[config.mk]
export PLATFORM = sky130hd
export DESIGN_NAME = scr_coef
export DESIGN_NICKNAME = d
export VERILOG_FILES = /design/src/rtl/core/scr_pkg.sv /design/src/rtl/core/scr_cordic.sv /design/src/rtl/core/scr_coef.sv
export SDC_FILE = /design/constraint.sdc
export NUM_CORES = 2
export LEC_CHECK = 0
export BUFFER_PORTS_ARGS = -buffer_cell sky130_fd_sc_hd__buf_2
export CAP_MARGIN = 30
export CORE_ASPECT_RATIO = 0.6
export CORE_UTILIZATION = 58
export DETAILED_ROUTE_END_ITERATION = 16
export MAX_ROUTING_LAYER = met4
export PLACE_DENSITY = 0.71
export SLEW_MARGIN = 20
export SYNTH_ARGS = -nofsm -noshare
export SYNTH_HDL_FRONTEND = slang
export SYNTH_SLANG_ARGS = --single-unit
[constraint.sdc]
create_clock -name clk -period 23.3 [get_ports clk]
set_clock_uncertainty 0.1 [all_clocks]
set_input_delay 0 -clock clk [delete_from_list [all_inputs] [get_ports clk]]
set_output_delay 0 -clock clk [all_outputs]
set_load 0.05 [all_outputs]
[src/rtl/core/scr_pkg.sv]
`timescale 1ns / 1ps

package scr_pkg;

	localparam int CORDIC_STEPS      = 24;
	localparam int CORDIC_SCALE_BITS = 30;
	localparam int CORDIC_ACC_BITS   = 34;
	localparam int CORDIC_STEP_BITS  = 5;
	localparam logic [31:0] CORDIC_GAIN_START = 32'd652032874;

	localparam int ANGLE_BITS   = 16;
	localparam int RESID_BITS   = 14;
	localparam int ANGLE_Z_BITS = 16;

	localparam int CFG_INDEX_BITS = 2;
	localparam int CFG_DATA_BITS  = 16;
	localparam int MODE_BITS      = 2;

	typedef enum logic [CFG_INDEX_BITS-1:0] {
		REG_ROTATION_MODE   = 2'd0,
		REG_BACK_AZIMUTH    = 2'd1,
		REG_INCIDENCE_ANGLE = 2'd2
	} cfg_reg_t;

	typedef enum logic [MODE_BITS-1:0] {
		MODE_NE_RT   = 2'd0,
		MODE_RT_NE   = 2'd1,
		MODE_ZNE_LQT = 2'd2,
		MODE_LQT_ZNE = 2'd3
	} rot_mode_t;

	typedef struct packed {
		logic                      en;
		logic [CFG_INDEX_BITS-1:0] index;
		logic [CFG_DATA_BITS-1:0]  data;
	} cfg_write_t;

	function automatic logic [31:0] turn_atan(input logic [CORDIC_STEP_BITS-1:0] step);
		case (step)
			5'd0:  turn_atan = 32'd536870912;
			5'd1:  turn_atan = 32'd316933406;
			5'd2:  turn_atan = 32'd167458907;
			5'd3:  turn_atan = 32'd85004756;
			5'd4:  turn_atan = 32'd42667331;
			5'd5:  turn_atan = 32'd21354465;
			5'd6:  turn_atan = 32'd10679838;
			5'd7:  turn_atan = 32'd5340245;
			5'd8:  turn_atan = 32'd2670163;
			5'd9:  turn_atan = 32'd1335087;
			5'd10: turn_atan = 32'd667544;
			5'd11: turn_atan = 32'd333772;
			5'd12: turn_atan = 32'd166886;
			5'd13: turn_atan = 32'd83443;
			5'd14: turn_atan = 32'd41722;
			5'd15: turn_atan = 32'd20861;
			5'd16: turn_atan = 32'd10430;
			5'd17: turn_atan = 32'd5215;
			5'd18: turn_atan = 32'd2608;
			5'd19: turn_atan = 32'd1304;
			5'd20: turn_atan = 32'd652;
			5'd21: turn_atan = 32'd326;
			5'd22: turn_atan = 32'd163;
			5'd23: turn_atan = 32'd81;
			default: turn_atan = 32'd0;
		endcase
	endfunction

endpackage

[src/rtl/core/scr_cordic.sv]
`timescale 1ns / 1ps

module scr_cordic
	import scr_pkg::*;
#(
	parameter int COEFF_BITS = 18
) (
	input  logic                         clk,
	input  logic                         arst_n,
	input  logic                         start,
	input  logic [ANGLE_BITS-1:0]        angle,
	output logic signed [COEFF_BITS-1:0] cos_val,
	output logic signed [COEFF_BITS-1:0] sin_val,
	output logic                         done
);

	localparam int F   = COEFF_BITS - 1;
	localparam int SH  = CORDIC_SCALE_BITS - F;
	localparam int ACC = CORDIC_ACC_BITS;
	localparam logic [CORDIC_STEP_BITS-1:0] LAST_STEP = CORDIC_STEP_BITS'(CORDIC_STEPS - 1);
	localparam logic signed [COEFF_BITS-1:0] COEF_MAX = {1'b0, {F{1'b1}}};
	localparam logic signed [ACC-1:0] CMAX_W = {{(ACC-F){1'b0}}, {F{1'b1}}};
	localparam logic signed [ACC-1:0] CMIN_W = -CMAX_W;
	localparam logic signed [ACC-1:0] HALF_W = {{(ACC-1){1'b0}}, 1'b1} << (SH - 1);

	typedef enum logic [1:0] {C_IDLE, C_RUN, C_FIN} cordic_state_t;

	cordic_state_t                 state_q;
	logic [CORDIC_STEP_BITS-1:0]   step_q;
	logic signed [ACC-1:0]         cx_q;
	logic signed [ACC-1:0]         cy_q;
	logic signed [ACC-1:0]         z_q;
	logic [1:0]                    quad_q;
	logic                          zero_q;
	logic signed [COEFF_BITS-1:0]  cos_q;
	logic signed [COEFF_BITS-1:0]  sin_q;
	logic                          done_q;

	logic signed [ACC-1:0]         dx;
	logic signed [ACC-1:0]         dy;
	logic signed [ACC-1:0]         atan_w;
	logic signed [ACC-1:0]         rx;
	logic signed [ACC-1:0]         ry;
	logic signed [COEFF_BITS-1:0]  xv;
	logic signed [COEFF_BITS-1:0]  yv;
	logic signed [COEFF_BITS-1:0]  cos_n;
	logic signed [COEFF_BITS-1:0]  sin_n;

	function automatic logic signed [COEFF_BITS-1:0] clamp_w(input logic signed [ACC-1:0] v);
		if (v > CMAX_W) begin
			clamp_w = COEF_MAX;
		end else if (v < CMIN_W) begin
			clamp_w = -COEF_MAX;
		end else begin
			clamp_w = v[COEFF_BITS-1:0];
		end
	endfunction

	always_comb begin
		dx     = cy_q >>> step_q;
		dy     = cx_q >>> step_q;
		atan_w = $signed({{(ACC-32){1'b0}}, turn_atan(step_q)});
		rx     = (cx_q + HALF_W) >>> SH;
		ry     = (cy_q + HALF_W) >>> SH;
		xv     = zero_q ? COEF_MAX : clamp_w(rx);
		yv     = zero_q ? '0 : clamp_w(ry);
		case (quad_q)
			2'd0: begin
				cos_n = xv;
				sin_n = yv;
			end
			2'd1: begin
				cos_n = -yv;
				sin_n = xv;
			end
			2'd2: begin
				cos_n = -xv;
				sin_n = -yv;
			end
			default: begin
				cos_n = yv;
				sin_n = -xv;
			end
		endcase
	end

	always_ff @(posedge clk or negedge arst_n) begin
		if (!arst_n) begin
			state_q <= C_IDLE;
			step_q  <= '0;
			cx_q    <= '0;
			cy_q    <= '0;
			z_q     <= '0;
			quad_q  <= '0;
			zero_q  <= 1'b1;
			cos_q   <= COEF_MAX;
			sin_q   <= '0;
			done_q  <= 1'b0;
		end else begin
			done_q <= 1'b0;
			if (start) begin
				state_q <= C_RUN;
				step_q  <= '0;
				cx_q    <= $signed({{(ACC-32){1'b0}}, CORDIC_GAIN_START});
				cy_q    <= '0;
				z_q     <= $signed({{(ACC-RESID_BITS-ANGLE_Z_BITS){1'b0}},
					angle[RESID_BITS-1:0], {ANGLE_Z_BITS{1'b0}}});
				quad_q  <= angle[ANGLE_BITS-1 -: 2];
				zero_q  <= (angle[RESID_BITS-1:0] == '0);
			end else begin
				case (state_q)
					C_RUN: begin
						if (!z_q[ACC-1]) begin
							cx_q <= cx_q - dx;
							cy_q <= cy_q + dy;
							z_q  <= z_q - atan_w;
						end else begin
							cx_q <= cx_q + dx;
							cy_q <= cy_q - dy;
							z_q  <= z_q + atan_w;
						end
						if (step_q == LAST_STEP) begin
							state_q <= C_FIN;
						end else begin
							step_q <= step_q + CORDIC_STEP_BITS'(1);
						end
					end
					C_FIN: begin
						cos_q   <= cos_n;
						sin_q   <= sin_n;
						done_q  <= 1'b1;
						state_q <= C_IDLE;
					end
					C_IDLE: begin
					end
					default: begin
						state_q <= C_IDLE;
					end
				endcase
			end
		end
	end

	assign cos_val = cos_q;
	assign sin_val = sin_q;
	assign done    = done_q;

	a_step_in_range: assert property (@(posedge clk) disable iff (!arst_n)
		(state_q == C_RUN) |-> (step_q <= LAST_STEP))
		else $error("rotation step counter ran past the last step");

endmodule

[src/rtl/core/scr_coef.sv]
`timescale 1ns / 1ps

module scr_coef
	import scr_pkg::*;
#(
	parameter int COEFF_BITS = 18
) (
	input  logic                         clk,
	input  logic                         arst_n,
	input  cfg_write_t                   cfg,
	output logic                         busy,
	output logic signed [COEFF_BITS-1:0] mat [0:2][0:2]
);

	localparam int F  = COEFF_BITS - 1;
	localparam int PW = 2 * COEFF_BITS;
	localparam logic signed [COEFF_BITS-1:0] COEF_MAX = {1'b0, {F{1'b1}}};
	localparam logic signed [PW-1:0] CMAX_P = {{(PW-F){1'b0}}, {F{1'b1}}};
	localparam logic signed [PW-1:0] CMIN_P = -CMAX_P;
	localparam logic signed [PW-1:0] HALF_P = {{(PW-1){1'b0}}, 1'b1} << (F - 1);

	typedef enum logic [2:0] {S_IDLE, S_ANGLES, S_MUL, S_RND, S_MATRIX} coef_state_t;

	coef_state_t                  state_q;
	logic [MODE_BITS-1:0]         mode_q;
	logic [ANGLE_BITS-1:0]        baz_q;
	logic [ANGLE_BITS-1:0]        inc_q;
	logic                         start_q;
	logic [1:0]                   kidx_q;
	logic signed [PW-1:0]         prod_q;
	logic signed [COEFF_BITS-1:0] cross_q [0:3];
	logic signed [COEFF_BITS-1:0] mat_q [0:2][0:2];

	logic                         cfg_hit;
	logic signed [COEFF_BITS-1:0] cb;
	logic signed [COEFF_BITS-1:0] sb;
	logic signed [COEFF_BITS-1:0] ci;
	logic signed [COEFF_BITS-1:0] si;
	logic                         baz_done;
	logic                         inc_done;
	logic signed [COEFF_BITS-1:0] mul_a;
	logic signed [COEFF_BITS-1:0] mul_b;
	logic signed [PW-1:0]         rnd_w;
	logic signed [COEFF_BITS-1:0] rnd_c;
	logic signed [COEFF_BITS-1:0] mat_n [0:2][0:2];

	scr_cordic #(.COEFF_BITS(COEFF_BITS)) u_baz (
		.clk     (clk),
		.arst_n  (arst_n),
		.start   (start_q),
		.angle   (baz_q),
		.cos_val (cb),
		.sin_val (sb),
		.done    (baz_done)
	);

	scr_cordic #(.COEFF_BITS(COEFF_BITS)) u_inc (
		.clk     (clk),
		.arst_n  (arst_n),
		.start   (start_q),
		.angle   (inc_q),
		.cos_val (ci),
		.sin_val (si),
		.done    (inc_done)
	);

	assign cfg_hit = cfg.en && (cfg.index == REG_ROTATION_MODE ||
		cfg.index == REG_BACK_AZIMUTH || cfg.index == REG_INCIDENCE_ANGLE);

	always_comb begin
		case (kidx_q)
			2'd0: begin
				mul_a = si;
				mul_b = sb;
			end
			2'd1: begin
				mul_a = ci;
				mul_b = sb;
			end
			2'd2: begin
				mul_a = si;
				mul_b = cb;
			end
			default: begin
				mul_a = ci;
				mul_b = cb;
			end
		endcase
		rnd_w = (prod_q + HALF_P) >>> F;
		if (rnd_w > CMAX_P) begin
			rnd_c = COEF_MAX;
		end else if (rnd_w < CMIN_P) begin
			rnd_c = -COEF_MAX;
		end else begin
			rnd_c = rnd_w[COEFF_BITS-1:0];
		end
	end

	// Rows are the outputs a, b, c; columns are the input components a, b, c.
	// cross_q holds sin_inc*sin_baz, cos_inc*sin_baz, sin_inc*cos_baz, cos_inc*cos_baz.
	always_comb begin
		for (int r = 0; r < 3; r++) begin
			for (int k = 0; k < 3; k++) begin
				mat_n[r][k] = '0;
			end
		end
		case (rot_mode_t'(mode_q))
			MODE_NE_RT: begin
				mat_n[1][1] = -cb;
				mat_n[1][2] = -sb;
				mat_n[2][1] = sb;
				mat_n[2][2] = -cb;
			end
			MODE_RT_NE: begin
				mat_n[1][1] = -cb;
				mat_n[1][2] = sb;
				mat_n[2][1] = -sb;
				mat_n[2][2] = -cb;
			end
			MODE_ZNE_LQT: begin
				mat_n[0][0] = ci;
				mat_n[0][1] = -cross_q[2];
				mat_n[0][2] = -cross_q[0];
				mat_n[1][0] = -si;
				mat_n[1][1] = -cross_q[3];
				mat_n[1][2] = -cross_q[1];
				mat_n[2][1] = sb;
				mat_n[2][2] = -cb;
			end
			MODE_LQT_ZNE: begin
				mat_n[0][0] = ci;
				mat_n[0][1] = -si;
				mat_n[1][0] = -cross_q[2];
				mat_n[1][1] = -cross_q[3];
				mat_n[1][2] = sb;
				mat_n[2][0] = -cross_q[0];
				mat_n[2][1] = -cross_q[1];
				mat_n[2][2] = -cb;
			end
			default: begin
			end
		endcase
	end

	always_ff @(posedge clk or negedge arst_n) begin
		if (!arst_n) begin
			state_q    <= S_IDLE;
			mode_q     <= MODE_NE_RT;
			baz_q      <= '0;
			inc_q      <= '0;
			start_q    <= 1'b0;
			kidx_q     <= '0;
			prod_q     <= '0;
			cross_q[0] <= '0;
			cross_q[1] <= '0;
			cross_q[2] <= '0;
			cross_q[3] <= COEF_MAX - COEFF_BITS'(1);
			for (int r = 0; r < 3; r++) begin
				for (int k = 0; k < 3; k++) begin
					mat_q[r][k] <= '0;
				end
			end
			mat_q[1][1] <= -COEF_MAX;
			mat_q[2][2] <= -COEF_MAX;
		end else begin
			start_q <= cfg_hit;
			if (cfg_hit) begin
				case (cfg.index)
					REG_ROTATION_MODE:   mode_q <= cfg.data[MODE_BITS-1:0];
					REG_BACK_AZIMUTH:    baz_q  <= cfg.data[ANGLE_BITS-1:0];
					REG_INCIDENCE_ANGLE: inc_q  <= cfg.data[ANGLE_BITS-1:0];
					default: begin
					end
				endcase
				state_q <= S_ANGLES;
			end else begin
				case (state_q)
					S_ANGLES: begin
						if (baz_done && inc_done && !start_q) begin
							kidx_q  <= '0;
							state_q <= S_MUL;
						end
					end
					S_MUL: begin
						prod_q  <= PW'(mul_a) * PW'(mul_b);
						state_q <= S_RND;
					end
					S_RND: begin
						cross_q[kidx_q] <= rnd_c;
						if (kidx_q == 2'd3) begin
							state_q <= S_MATRIX;
						end else begin
							kidx_q  <= kidx_q + 2'd1;
							state_q <= S_MUL;
						end
					end
					S_MATRIX: begin
						mat_q   <= mat_n;
						state_q <= S_IDLE;
					end
					S_IDLE: begin
					end
					default: begin
						state_q <= S_IDLE;
					end
				endcase
			end
		end
	end

	assign busy = (state_q != S_IDLE);
	assign mat  = mat_q;

endmodule

==> out/summary.txt <==
Compound-Gate Fraction of Synth Area - 0.199
Setup WS post-layout - 13.66 ns
initial antenna violation count - 8
synthesized area per cell - 8.20 um^2
grt total ovfl - 0
LEAKAGE - 33.0 nW
Fill cells - 10200
CTS tree - yes
total track usage - 0.439
TritonCTS buffer count - 66
clock root buffer - clkbuf_16
CTS-repair resized insts - 0
Distinct cells, synth - 118
Int Power - 5.57 mW
main combinational cell family by area after synthesis - compound AO/OA/AOI/OAI gates
min-delay worst type - input pin to flip-flop
first-pass iteration count of the detailed router - 7
Top FF cell, synth - dfrtp_1
RSZ-0062 raised after global routing - false
switching portion of total power - 0.526
P&R area growth vs syn - 6.75%
Max IR drop VDD - 0.167 mV
hold buffer count at cts - 34
CTS H-tree lvls - 3
worst-path maximum fanout - 40
Synth Area in XOR/XNOR - 0.0723
Clock Power Share - 0.099
width of the die - 448 um
Final period util - 0.414
vias in the first global route - 62100
crit end category - flip-flop
Routed wire per std cell - 26.1 um
Fin. Hold Viols - 0
remaining antenna violation count - 0
Via Count - 67500
first-pass GRT wire length - 397 mm
Skew-Pair Late Insertion Delay - 0.72 ns
Area contributors post-synth - dfrtp_1 (19%), fa_1 (9.7%), nand2_1 (6.1%)
Core Region - 0.117 mm^2
total power - 11.7 mW
# rows - 97
largest net degree at the start of global routing - 118
Synth Warn # - 0
num ports - 184
# setup viols final - 0
multiplexer area fraction after synthesis - 0.108
Gate power share - 0.749
pwr dens - 159 mW/mm^2
Nets - 9006
Mapped Nets - 9119
sw power - 6.17 mW
EDFF count, synth - 0
First DRT Iteration DRCs - 10000
Worst Tran Pin Value - 1.05 ns
CP max stage cell - fa_1
IO Port Bufs - 183
multi-input combinational cell area - 0.0500 mm^2
sequential area share after synthesis - 0.215
f_max - 0.104 GHz
Reg clk slew, reported paths - 0.07 ns
Crit Path Category - flip-flop to flip-flop
die area - 0.121 mm^2
max-capacitance violation count - 0
Total Wirelength - 260 mm
Sink Count - 592
Max Slew Vio Count - 0
HPWL Detailed - 196 mm
dpl ws - 13.93 ns
area share of the largest cell type after synthesis - 0.194
most common cell type on the critical path - fa_1
initial core utilization - 0.589
commonest non-fill, non-tap cell in the layout - nand2_1
CP max stage delay - 0.55 ns
Fin Setup TNS - 0 ns
DRC - 0
post-synth top area cell - dfrtp_1
setup bufs post-CTS - 0
Max Root-Sink Buffers - 3
Synth Area in Adders - 0.155
Critical Path Source Type - flip-flop
Arr. time, crit path - 10.07 ns
gp weighted congestion - 1.09
sequential power share - 0.151
fin crit period - 9.64 ns
post-synthesis register bit count - 592
Via density - 6.77
FFs w/ async S/R, synth - 1.00
Mapped Cells - 8440
Die Y - 270 um
Storage cell area - 0.0149 mm^2
Post-Synth Simple-Gate Area - 0.188
most frequent cells in the layout - nand2_1 (1115), nor2_1 (757), a21oi_1 (616), o21ai_0 (576), dfrtp_1 (518)
status - finished, final reports clean
CP required - 23.73 ns
Worst slew margin - 0.285
post-synthesis cell area - 0.0692 mm^2
layout cell share with drive strength beyond 1 - 0.115
-- cell families (layout without fill, tap and decap cells) --
logic type	Yosys count	in the layout
simple gates	2835	2835
compound gates	2170	2170
buf+inv	1083	1021
fa+ha+maj	658	658
flops	592	592
xor+xnor	571	571
mux	531	531
other cells	0	6
-- registers in the layout, indices dropped and copies added (netlist names), 3 cells and up --
register	cells
mat	162
cross_q	72
u_baz.cx_q	34
u_baz.cy_q	34
u_baz.z_q	34
u_inc.cx_q	34
u_inc.cy_q	34
u_inc.z_q	34
prod_q	20
u_baz.cos_val	18
u_baz.sin_val	18
u_inc.cos_val	18
u_inc.sin_val	18
baz_q	16
inc_q	16
u_baz.step_q	5
u_inc.step_q	5
state_q	3
-- per-layer routing --
metal	global-route usage	wire [um]	vias up
met4	0.0801	5310	0
met1	0.667	117000	33200
met3	0.165	39500	389
met5	-	0	-
li1	-	-	29600
met2	0.545	98400	4376
-- final cells by class --
cell class / count / share of cell area
multi-input cells: 6765 / 0.677
flip-flops and latches: 592 / 0.202
repair buffers: 385 / 0.0362
well taps: 1584 / 0.0268
inverters: 517 / 0.0263
clock buffers: 85 / 0.0243
clock inverters: 34 / 0.00698
diodes: 6 / 0.000203
-- final timing paths --
path,end,slack (ns),depth (start not counted),start
min in group asynchronous,u_baz.zero_q,0.50,3,arst_n
worst max-delay path,prod_q[33],13.66,28,kidx_q[0]
worst min register to register,mat[153],0.36,2,mat[153]
worst min-delay path,inc_q[0],0.08,3,cfg[0]
worst max register to register,prod_q[33],13.66,28,kidx_q[0]
max in group asynchronous,mat[159],20.97,5,arst_n
-- cells in the mapped netlist (22+ instances only) --
library cell / count
o211ai_1: 61
nand2_1: 1116
a22oi_1: 36
or3_1: 62
mux4_2: 148
dfrtp_1: 536
or2_2: 50
xnor2_1: 365
nor2_1: 758
buf_1: 73
and2_1: 65
nand4_1: 53
mux2i_1: 214
a22o_1: 56
dfstp_2: 56
ha_1: 324
buf_2: 52
mux2_2: 156
nor3b_1: 29
nand3b_1: 22
o22ai_1: 41
a211oi_1: 78
inv_1: 505
nor4_1: 55
and4_1: 23
a221oi_1: 29
a21oi_1: 616
nor2b_1: 52
o31ai_1: 47
o221ai_1: 27
nand2b_1: 79
nand3_1: 174
a21o_1: 129
clkbuf_1: 401
a31oi_1: 110
and3_1: 73
xor2_1: 206
o21a_1: 51
fa_1: 334
o21ai_0: 579
o21bai_1: 25
nor3_1: 148
-- worst max-delay path: cells and delay by family, from the launching register on --
kind	cells	cell delay, ns
mux	1	0.47
xor+xnor	1	0.16
compound gates	7	1.91
simple gates	5	0.83
fa+ha+maj	8	3.90
flops	1	0.34
buf+inv	6	1.71
-- power groups by stage --
stage,clock network [mW],registers (mW),logic (mW)
floorplan,0,1.48,6.68
global placement,0,1.75,8.24
detailed placement,0,1.76,8.43
CTS,1.17,1.74,8.49
global route,1.21,1.79,9.54
finish,1.16,1.78,8.80
-- per-stage QoR --
| stage | utilization | hold WS, ns | instances | instance area [um^2] |
|---|---|---|---|---|
| 5_1_grt | 0.629 | 0.0712 | 9967 | 73900 |
| 3_3_place_gp | 0.603 | -0.0509 | 9786 | 70900 |
| 6_report | 0.629 | 0.0756 | 9968 | 73900 |
| 3_5_place_dp | 0.605 | -0.0535 | 9800 | 71000 |
| 4_1_cts | 0.627 | 0.000181 | 9953 | 73700 |
| 2_1_floorplan | - | -0.396 | 8440 | 69200 |
Power figures use the tool's default switching activity.
